<file path="config.mk">
export PLATFORM = sky130hd
export DESIGN_NAME = bis_ctrl
export DESIGN_NICKNAME = d
export VERILOG_FILES = /design/src/rtl/bis_pkg.sv /design/src/rtl/bis_ctrl.sv
export SDC_FILE = /design/constraint.sdc
export NUM_CORES = 1
export LEC_CHECK = 0
export BUFFER_PORTS_ARGS = -buffer_cell sky130_fd_sc_hd__buf_2
export CORE_AREA = 2 2 39 41
export CTS_BUF_LIST = sky130_fd_sc_hd__clkbuf_2
export DETAILED_ROUTE_END_ITERATION = 8
export DIE_AREA = 0 0 41 43
export PLACE_DENSITY = 0.71
export SLEW_MARGIN = 30
export SYNTH_ARGS = -nofsm -noshare
export SYNTH_HDL_FRONTEND = slang
export SYNTH_SLANG_ARGS = --single-unit
export TNS_END_PERCENT = 10
</file>
<file path="constraint.sdc">
create_clock -name clk -period 4.8 [get_ports clk]
set_clock_uncertainty 0.1 [all_clocks]
set_input_delay 1.44 -clock clk [delete_from_list [all_inputs] [get_ports clk]]
set_output_delay 1.44 -clock clk [all_outputs]
set_load 0.1 [all_outputs]
</file>
<file path="src/rtl/bis_pkg.sv">
// Shared types and constants for the bilinear image sampler.
package bis_pkg;
    localparam int MAX_COLS  = 256;
    localparam int MAX_ROWS  = 256;
    localparam int FRAC_BITS = 15;
    localparam int COL_W     = $clog2(MAX_COLS);
    localparam int ROW_W     = $clog2(MAX_ROWS);
    localparam int ADDR_W    = COL_W + ROW_W;
    localparam int SIZE_W    = 9;
    localparam int WGT_W     = FRAC_BITS + 1;

    localparam logic [1:0] OP_WRITE  = 2'd0;
    localparam logic [1:0] OP_READ   = 2'd1;
    localparam logic [1:0] OP_SAMPLE = 2'd2;

    localparam logic [0:0] REG_WIDTH  = 1'b0;
    localparam logic [0:0] REG_HEIGHT = 1'b1;

    // Commands from the controller to the datapath.
    typedef struct packed {
        logic       load;      // capture the input word and run the setup math
        logic       mem_we;    // write the captured pixel
        logic       mem_rd;    // read the pixel at the selected tap
        logic [1:0] tap;       // 0: (x,y) 1: (x+1,y) 2: (x,y+1) 3: (x+1,y+1)
        logic       acc_clr;   // clear accumulators and take tap 0 product
        logic       acc_en;    // add the product of the returned pixel
        logic       finish;    // form the result word
    } bis_cmd_t;

    // Status from the datapath to the controller.
    typedef struct packed {
        logic [1:0] op;
        logic       in_range;  // column and row inside the configured size
        logic       in_square; // sample coordinates inside the unit square
        logic       edge_hit;  // sample on the last column or row
    } bis_stat_t;
endpackage

</file>
<file path="src/rtl/bis_ctrl.sv">
// Sequencer for the bilinear image sampler.
module bis_ctrl (
    input  logic                clk,
    input  logic                rst_n,
    input  logic                in_valid,
    output logic                in_stall,
    output logic                out_valid,
    input  logic                out_stall,
    input  bis_pkg::bis_stat_t  stat,
    output bis_pkg::bis_cmd_t   cmd
);
    import bis_pkg::*;

    localparam logic [2:0] S_IDLE = 3'd0;
    localparam logic [2:0] S_DEC  = 3'd1;
    localparam logic [2:0] S_RD   = 3'd2;
    localparam logic [2:0] S_DONE = 3'd3;

    logic [2:0] state_reg, state_next;
    logic [2:0] cnt_reg, cnt_next;
    logic       ov_reg, ov_next;
    logic       accept;

    assign in_stall  = (state_reg != S_IDLE);
    assign accept    = in_valid && !in_stall;
    assign out_valid = ov_reg;

    always_comb
    begin
        state_next = state_reg;
        cnt_next   = cnt_reg;
        ov_next    = ov_reg && out_stall;
        cmd        = '0;
        unique case (state_reg)
            S_IDLE:
            begin
                if (accept)
                begin
                    cmd.load   = 1'b1;
                    state_next = S_DEC;
                end
            end
            S_DEC:
            begin
                cnt_next = 3'd0;
                if (stat.op == OP_WRITE)
                begin
                    cmd.mem_we = stat.in_range;
                    state_next = S_DONE;
                end
                else if (stat.op == OP_READ && stat.in_range)
                begin
                    cmd.mem_rd = 1'b1;
                    state_next = S_RD;
                end
                else if (stat.op == OP_SAMPLE && stat.in_square)
                begin
                    cmd.mem_rd = 1'b1;
                    cmd.tap    = 2'd0;
                    state_next = S_RD;
                end
                else
                begin
                    state_next = S_DONE;
                end
            end
            S_RD:
            begin
                // cnt_reg counts pixels already added to the accumulators.
                cmd.acc_en  = (cnt_reg != 3'd0);
                cmd.acc_clr = (cnt_reg == 3'd0);
                if (stat.op == OP_SAMPLE && !stat.edge_hit && cnt_reg < 3'd3)
                begin
                    cmd.mem_rd = 1'b1;
                    cmd.tap    = cnt_reg[1:0] + 2'd1;
                    cnt_next   = cnt_reg + 3'd1;
                end
                else
                begin
                    state_next = S_DONE;
                end
            end
            S_DONE:
            begin
                if (!ov_next)
                begin
                    cmd.finish = 1'b1;
                    ov_next    = 1'b1;
                    state_next = S_IDLE;
                end
            end
            default:
            begin
                state_next = S_IDLE;
            end
        endcase
    end

    always_ff @(posedge clk or negedge rst_n)
    begin
        if (!rst_n)
        begin
            state_reg <= S_IDLE;
            cnt_reg   <= 3'd0;
            ov_reg    <= 1'b0;
        end
        else
        begin
            state_reg <= state_next;
            cnt_reg   <= cnt_next;
            ov_reg    <= ov_next;
        end
    end
endmodule

</file>
Word-level counts from Yosys, hierarchy flattened
Cells that the tools add are included.
- register bits: 7
- output and inout port bits: 10
- bits in latches: 0
- memory bits (read-only): 0
- bits in writable memories: 0
- logic and storage cells: 54
- memories kept: 0
- input bits: 9
- shifts and indexed selects: 0
- reductions and logical operators: 16
- divide/modulo/power cells: 0
- add/subtract/negate cells: 2
- eq/ne operators: 9
- $mul: 0
- magnitude comparators: 1
- mux-type cells: 23
- bitwise operators: 0
- operators with widths (operator ; count):
    $mux W3 ; 9
    $pmux W3 S2 ; 2
    $pmux W3 S4 ; 1
    $mux W1 ; 9
    $ne A2 B2 Y1 const B ; 4
    $eq A3 B2 Y1 const B ; 2
    $logic_and A1 B1 Y1 ; 6
    $logic_not A3 Y1 ; 2
    $reduce_bool A3 Y1 ; 2
    $mux W2 ; 2
    $add A3 B1 Y3 const B ; 1
    $eq A3 B1 Y1 const B ; 1
    $lt A3 B2 Y1 const B ; 1
    $reduce_and A3 Y1 ; 1
    $add A2 B1 Y2 const B ; 1
    $eq A2 B1 Y1 const B ; 1
    $eq A2 B2 Y1 const B ; 1
    $logic_not A1 Y1 ; 2
    $logic_not A2 Y1 ; 1
    $reduce_and A2 Y1 ; 1
    $reduce_bool A2 Y1 ; 1

Depth between registers and ports, before layout
Gate-level depths: netlist (run 1).
- depth in word-level cells: 6
- depth in mapped cells: 5
- depth with buffers taken out: 5

Worst setup path before layout (run 1)
OpenSTA, ideal clock, no wires.
- path type: input to output
- from: in stat[4] in the netlist's numbering
- to: out cmd[6] in the netlist's numbering
- data required time: 3260 ps
- arrival: 4591 ps
- setup slack: -1331 ps
- cell stages on the path: 1
- buffers on the path: 0
- path through: nor4b_1
- word-level cells in the longest chain between the ends: 3
- RTL lines (item ; line ; source):
    from (decl) ; bis_ctrl.sv:9 ; input bis_pkg::bis_stat_t stat,
    $logic_not A2 Y1 ; bis_ctrl.sv:46 ; if (stat.op == OP_WRITE)
    $mux W1 ; bis_ctrl.sv:46 ;
    $mux W1 ; bis_ctrl.sv:34 ; unique case (state_reg)
    to (decl) ; bis_ctrl.sv:10 ; output bis_pkg::bis_cmd_t cmd
Every way passes these cells.

==> results.yml, run 1 <==
clock_network:
  cts_tree: "done"
  cts-root-buf: "clkbuf_2"
  clk_latency_ns: 0.21
  clkTransAtPathRegs_ns: 0.05
  ctsResizeCount: 0
  cts_buffers: 3
  postCtsSetupBuffers: 0
  cts_hold_buf: 0
  cts_sinks: 6
  ctsLongestPathBuffers: 2
  htree_levels: 1
synth:
  synth_cell_types: 24
  synth_seq_cells: 6
  syn_area_per_cell_sq_um: 9.75
  synthesis.nets: 69
  synth_seq_area_share_pct: 29.1
  syn_inst: 53
  yosysWarnings: 0
  synth_area_sq_um: 517
min_path:
  hold_start: "out_valid$_DFF_PN0_"
  hold_path_class: "flip-flop to flip-flop"
route:
  route.detailed.wl_per_inst_um: 11.4
  drtIter0Drc: 3
  route.detailed.drc: 0
  firstDrtPassIters: 4
  num_vias: 456
  vias_per_cell: 5.07
  drtAntennaViolNets: 0
  routed_wl_um: 1020
final_layout:
  drive_above_1_share_pct: 37.8
  syn2layout_area_growth_pct: 25.4
  largest_reg_flops: 3
  diodes: 0
  final_nets: 92
timing:
  period_minus_slack_ns: 4.27
  rsz0062_at_grt: "false"
  max_clock_freq_mhz: 234
  hold_viol: 0
  final_max_slew_viol_count: 0
  tightest_slew_ns: 0.487
  fin_tns_setup_ns: 0
  maxSlewHeadroom_pct: 67.7
  setup_violations: 0
  min_period_over_period_pct: 89.0
  setup_slack_ns: 0.528
  hold_ws_ns: 0.419
worst_setup_path:
  required_ns: 3.26
  cp-start-kind: "primary input"
  crit_arrival_ns: 2.73
  reg2reg_from: "state_reg[0]$_DFFE_PN0P_"
  worstPathMaxFanout: 6
  endpoint_kind: "primary output"
  cp-startpoint: "stat[3]"
  path_class: "primary input to primary output"
place:
  port-buffer-count: 18
  preCtsSetupSlack_ns: 0.533
  dpl.hpwl_um: 894
  place.gp.congestion: 0.740
global_route:
  grt_start_max_net_pins: 7
  overflow: 0
  grt_pass1_vias: 399
  grt_pass1_wl_um: 1520
  track_usage_pct: 13.4
  antenna_found_initial: 0
job:
  cap_violations: 0
outcome:
  status: "finished clean"
die:
  floorplan.die_area_sq_um: 1760
  start_util_pct: 37.3
  die_h_um: 43
  rows: 14
  die_x_um: 41
  pin_count: 19
  core_sq_um: 1380
cell families (layout without fill, tap and decap cells):
family | after synthesis | after routing | synth area share [%]
buf+inv | 7 | 28 | 5.09
fa+ha+maj | 7 | 7 | 16.9
mux | 1 | 1 | 2.18
flops | 6 | 6 | 29.1
simple gates | 20 | 20 | 26.2
compound gates | 12 | 12 | 20.6
cells in the final DEF (no fill, tap or decap), drive strengths merged:
cell     n
a21o     1
a211oi   1
and3b    2
ha       7
nor4b    1
clkbuf   3
nor2b    1
inv      7
or3      1
and4bb   1
and3     4
nand3    3
and2     2
mux2     1
nor2     1
dfrtp    6
nand2    3
buf     18
nand2b   1
a21oi    1
o31a     1
a21boi   4
o32ai    1
o21ai    3
per-stage QoR:
stage	std cells	cell area, sq um	util [%]
6_report	90	648	46.8
5_1_grt	90	648	46.8
4_1_cts	90	648	46.8
3_5_place_dp	87	633	45.8
3_3_place_gp	87	633	45.8
2_1_floorplan	53	523	-
worst max-delay path, stage by stage:
cell and delay (ns):
buf_2 0.12, and4bb_4 0.35, and2_1 0.22, and3_1 0.17, buf_2 0.42
final cells by class:
| type | instances | area (sq um) |
|---|---|---|
| fill | 127 | 736 |
| multi-input combinational | 40 | 347 |
| sequential | 6 | 150 |
| timing repair buffer | 18 | 90.1 |
| inverter | 7 | 26.3 |
| tap | 16 | 20.0 |
| clock buffer | 3 | 15.0 |
routing by layer:
metal | GRT usage [%] | vias up | wire (um) | part of all wire [%]
met2 | 21.3 | 18 | 500 | 49
met4 | 10.0 | 0 | 6 | 0.59
met1 | 14.4 | 207 | 429 | 42
li1 | - | 229 | - | -
met3 | 3.14 | 2 | 85 | 8.3
met5 | 0 | - | 0 | 0
synthesized netlist by cell type:
master / n / area share [%]
ha_1: 7 / 17
inv_1: 7 / 5.1
dfrtp_1: 6 / 29
a21boi_0: 4 / 5.8
and3_1: 3 / 3.6
nand2_1: 3 / 2.2
nand3_1: 3 / 2.9
o21ai_0: 3 / 2.9
and2_1: 2 / 2.4
a211oi_4: 1 / 3.9
a21o_1: 1 / 1.5
a21oi_2: 1 / 1.7
and3_4: 1 / 2.2
and3b_1: 1 / 1.7
and3b_2: 1 / 1.9
and4bb_4: 1 / 3.1
mux2_1: 1 / 2.2
nand2b_1: 1 / 1.2
nor2_1: 1 / 0.73
nor2b_1: 1 / 1.2
nor4b_1: 1 / 1.7
o31a_1: 1 / 1.7
o32ai_2: 1 / 3.1
or3_1: 1 / 1.2
final timing paths:
check | slack [ns] | cells after the start | to
max reg2reg | 2.98 | 5 | state_reg[1]$_DFFE_PN0P_
max in group asynchronous | 3.53 | 1 | cnt_reg[1]$_DFFE_PN0P_
max | 0.53 | 5 | cmd[4]
min reg2reg | 0.42 | 1 | out_valid$_DFF_PN0_
min | 0.42 | 1 | out_valid$_DFF_PN0_
min in group asynchronous | 0.94 | 1 | out_valid$_DFF_PN0_
Power of run 1 is left out: the tool's default activity adds up to more than one toggle a clock period on the data nets, which glitch-free logic cannot reach.
==> inputs of run 2 (changes only) <==
clock period = 4.4 ns   (was 4.8 ns; I/O delays follow)
==> run 2 against run 1 <==
- count of clock-buffer cells in the layout unchanged
- hold slack improved by 0.0062 ns
- core utilization unchanged
- first-iteration DRC count decreased by 67%
- highest routed layer unchanged
==> results.yml, run 2 (synthesis results as in run 1) <==
outcome:
  status: "finished clean"
final_layout:
  most-common-layout-cells: "18 x buf_2, 7 x inv_1, 7 x ha_1"
  final_nets: 92
  diodes: 0
  drive_above_1_share_pct: 37.8
  largest_reg_flops: 3
  nFillCells: 138
  mostFrequentLayoutCell: "buf_2"
  syn2layout_area_growth_pct: 25.4
route:
  vias_per_cell: 4.91
  route.detailed.wl_per_inst_um: 10.7
  firstDrtPassIters: 2
  route.detailed.drc: 0
  drtAntennaViolNets: 0
  num_vias: 442
  routed_wl_um: 962
  drtIter0Drc: 1
global_route:
  grt_start_max_net_pins: 7
  overflow: 0
  track_usage_pct: 13.1
  grt_pass1_vias: 418
  antenna_found_initial: 0
  grt_pass1_wl_um: 1540
worst_setup_path:
  required_ns: 2.98
  crit_arrival_ns: 2.60
  cp-start-kind: "primary input"
  endpoint_kind: "primary output"
  path_class: "primary input to primary output"
  worstPathMaxFanout: 6
place:
  port-buffer-count: 18
  place.gp.congestion: 0.727
  dpl.hpwl_um: 822
die:
  die_x_um: 41
  rows: 14
  pin_count: 19
  start_util_pct: 37.3
  core_sq_um: 1380
  floorplan.die_area_sq_um: 1760
  die_h_um: 43
clock_network:
  htree_levels: 1
  ctsResizeCount: 0
  clk_latency_ns: 0.20
  cts_sinks: 6
  cts_hold_buf: 0
  cts_buffers: 3
  clkTransAtPathRegs_ns: 0.05
  cts-root-buf: "clkbuf_2"
  cts_tree: "done"
  ctsLongestPathBuffers: 2
  postCtsSetupBuffers: 0
timing:
  rsz0062_at_grt: "false"
  max_clock_freq_mhz: 249
  fin_tns_setup_ns: 0
  setup_violations: 0
  period_minus_slack_ns: 4.02
  min_period_over_period_pct: 91.3
  hold_viol: 0
  tightest_slew_ns: 0.488
  final_max_slew_viol_count: 0
  maxSlewHeadroom_pct: 67.7
job:
  cap_violations: 0
min_path:
  hold_path_class: "flip-flop to flip-flop"
## run 2: worst paths after layout
path,from,to,slack (ns),cells past startpoint
setup / recovery,stat[3],cmd[4],0.38,5
max in group asynchronous,rst_n,state_reg[0]$_DFFE_PN0P_,3.25,1
hold / removal,out_valid$_DFF_PN0_,out_valid$_DFF_PN0_,0.43,1
min in group asynchronous,rst_n,cnt_reg[1]$_DFFE_PN0P_,0.82,1
setup reg to reg,state_reg[0]$_DFFE_PN0P_,state_reg[1]$_DFFE_PN0P_,2.58,5
hold reg to reg,out_valid$_DFF_PN0_,out_valid$_DFF_PN0_,0.43,1
## run 2: stage by stage
stage | area [sq um] | worst slack [ns] | utilization, % | hold slack (ns) | std cells
detailed placement | 633 | 0.387 | 45.8 | 0.418 | 87
global route | 648 | 0.310 | 46.8 | 0.455 | 90
floorplan | 523 | -0.155 | - | 0.436 | 53
finish | 648 | 0.382 | 46.8 | 0.425 | 90
global placement | 633 | 0.399 | 45.8 | 0.413 | 87
CTS | 648 | 0.382 | 46.8 | 0.429 | 90
## run 2: routing by layer
metal | vias up | GRT usage, % | part of all wire, %
met5 | - | 0 | 0
met4 | 0 | 10.0 | 0.83
met3 | 2 | 2.09 | 6.9
met2 | 12 | 21.9 | 49
met1 | 198 | 13.3 | 43
li1 | 230 | - | -
## run 2: critical path, stage by stage
cell and delay [ns]:
buf_2 0.12, and4bb_4 0.35, and2_1 0.22, and3_1 0.16, buf_2 0.42
## run 2: layout make-up
class                           instances  area [sq um]  area share (%)
Tap cell                               16          20.0            3.09
Timing Repair Buffer                   18          90.1            13.9
Clock buffer                            3          15.0            2.32
Inverter                                7          26.3            4.05
Multi-Input combinational cell         40           347            53.5
Sequential cell                         6           150            23.2
Power of run 2 is left out for the same reason.
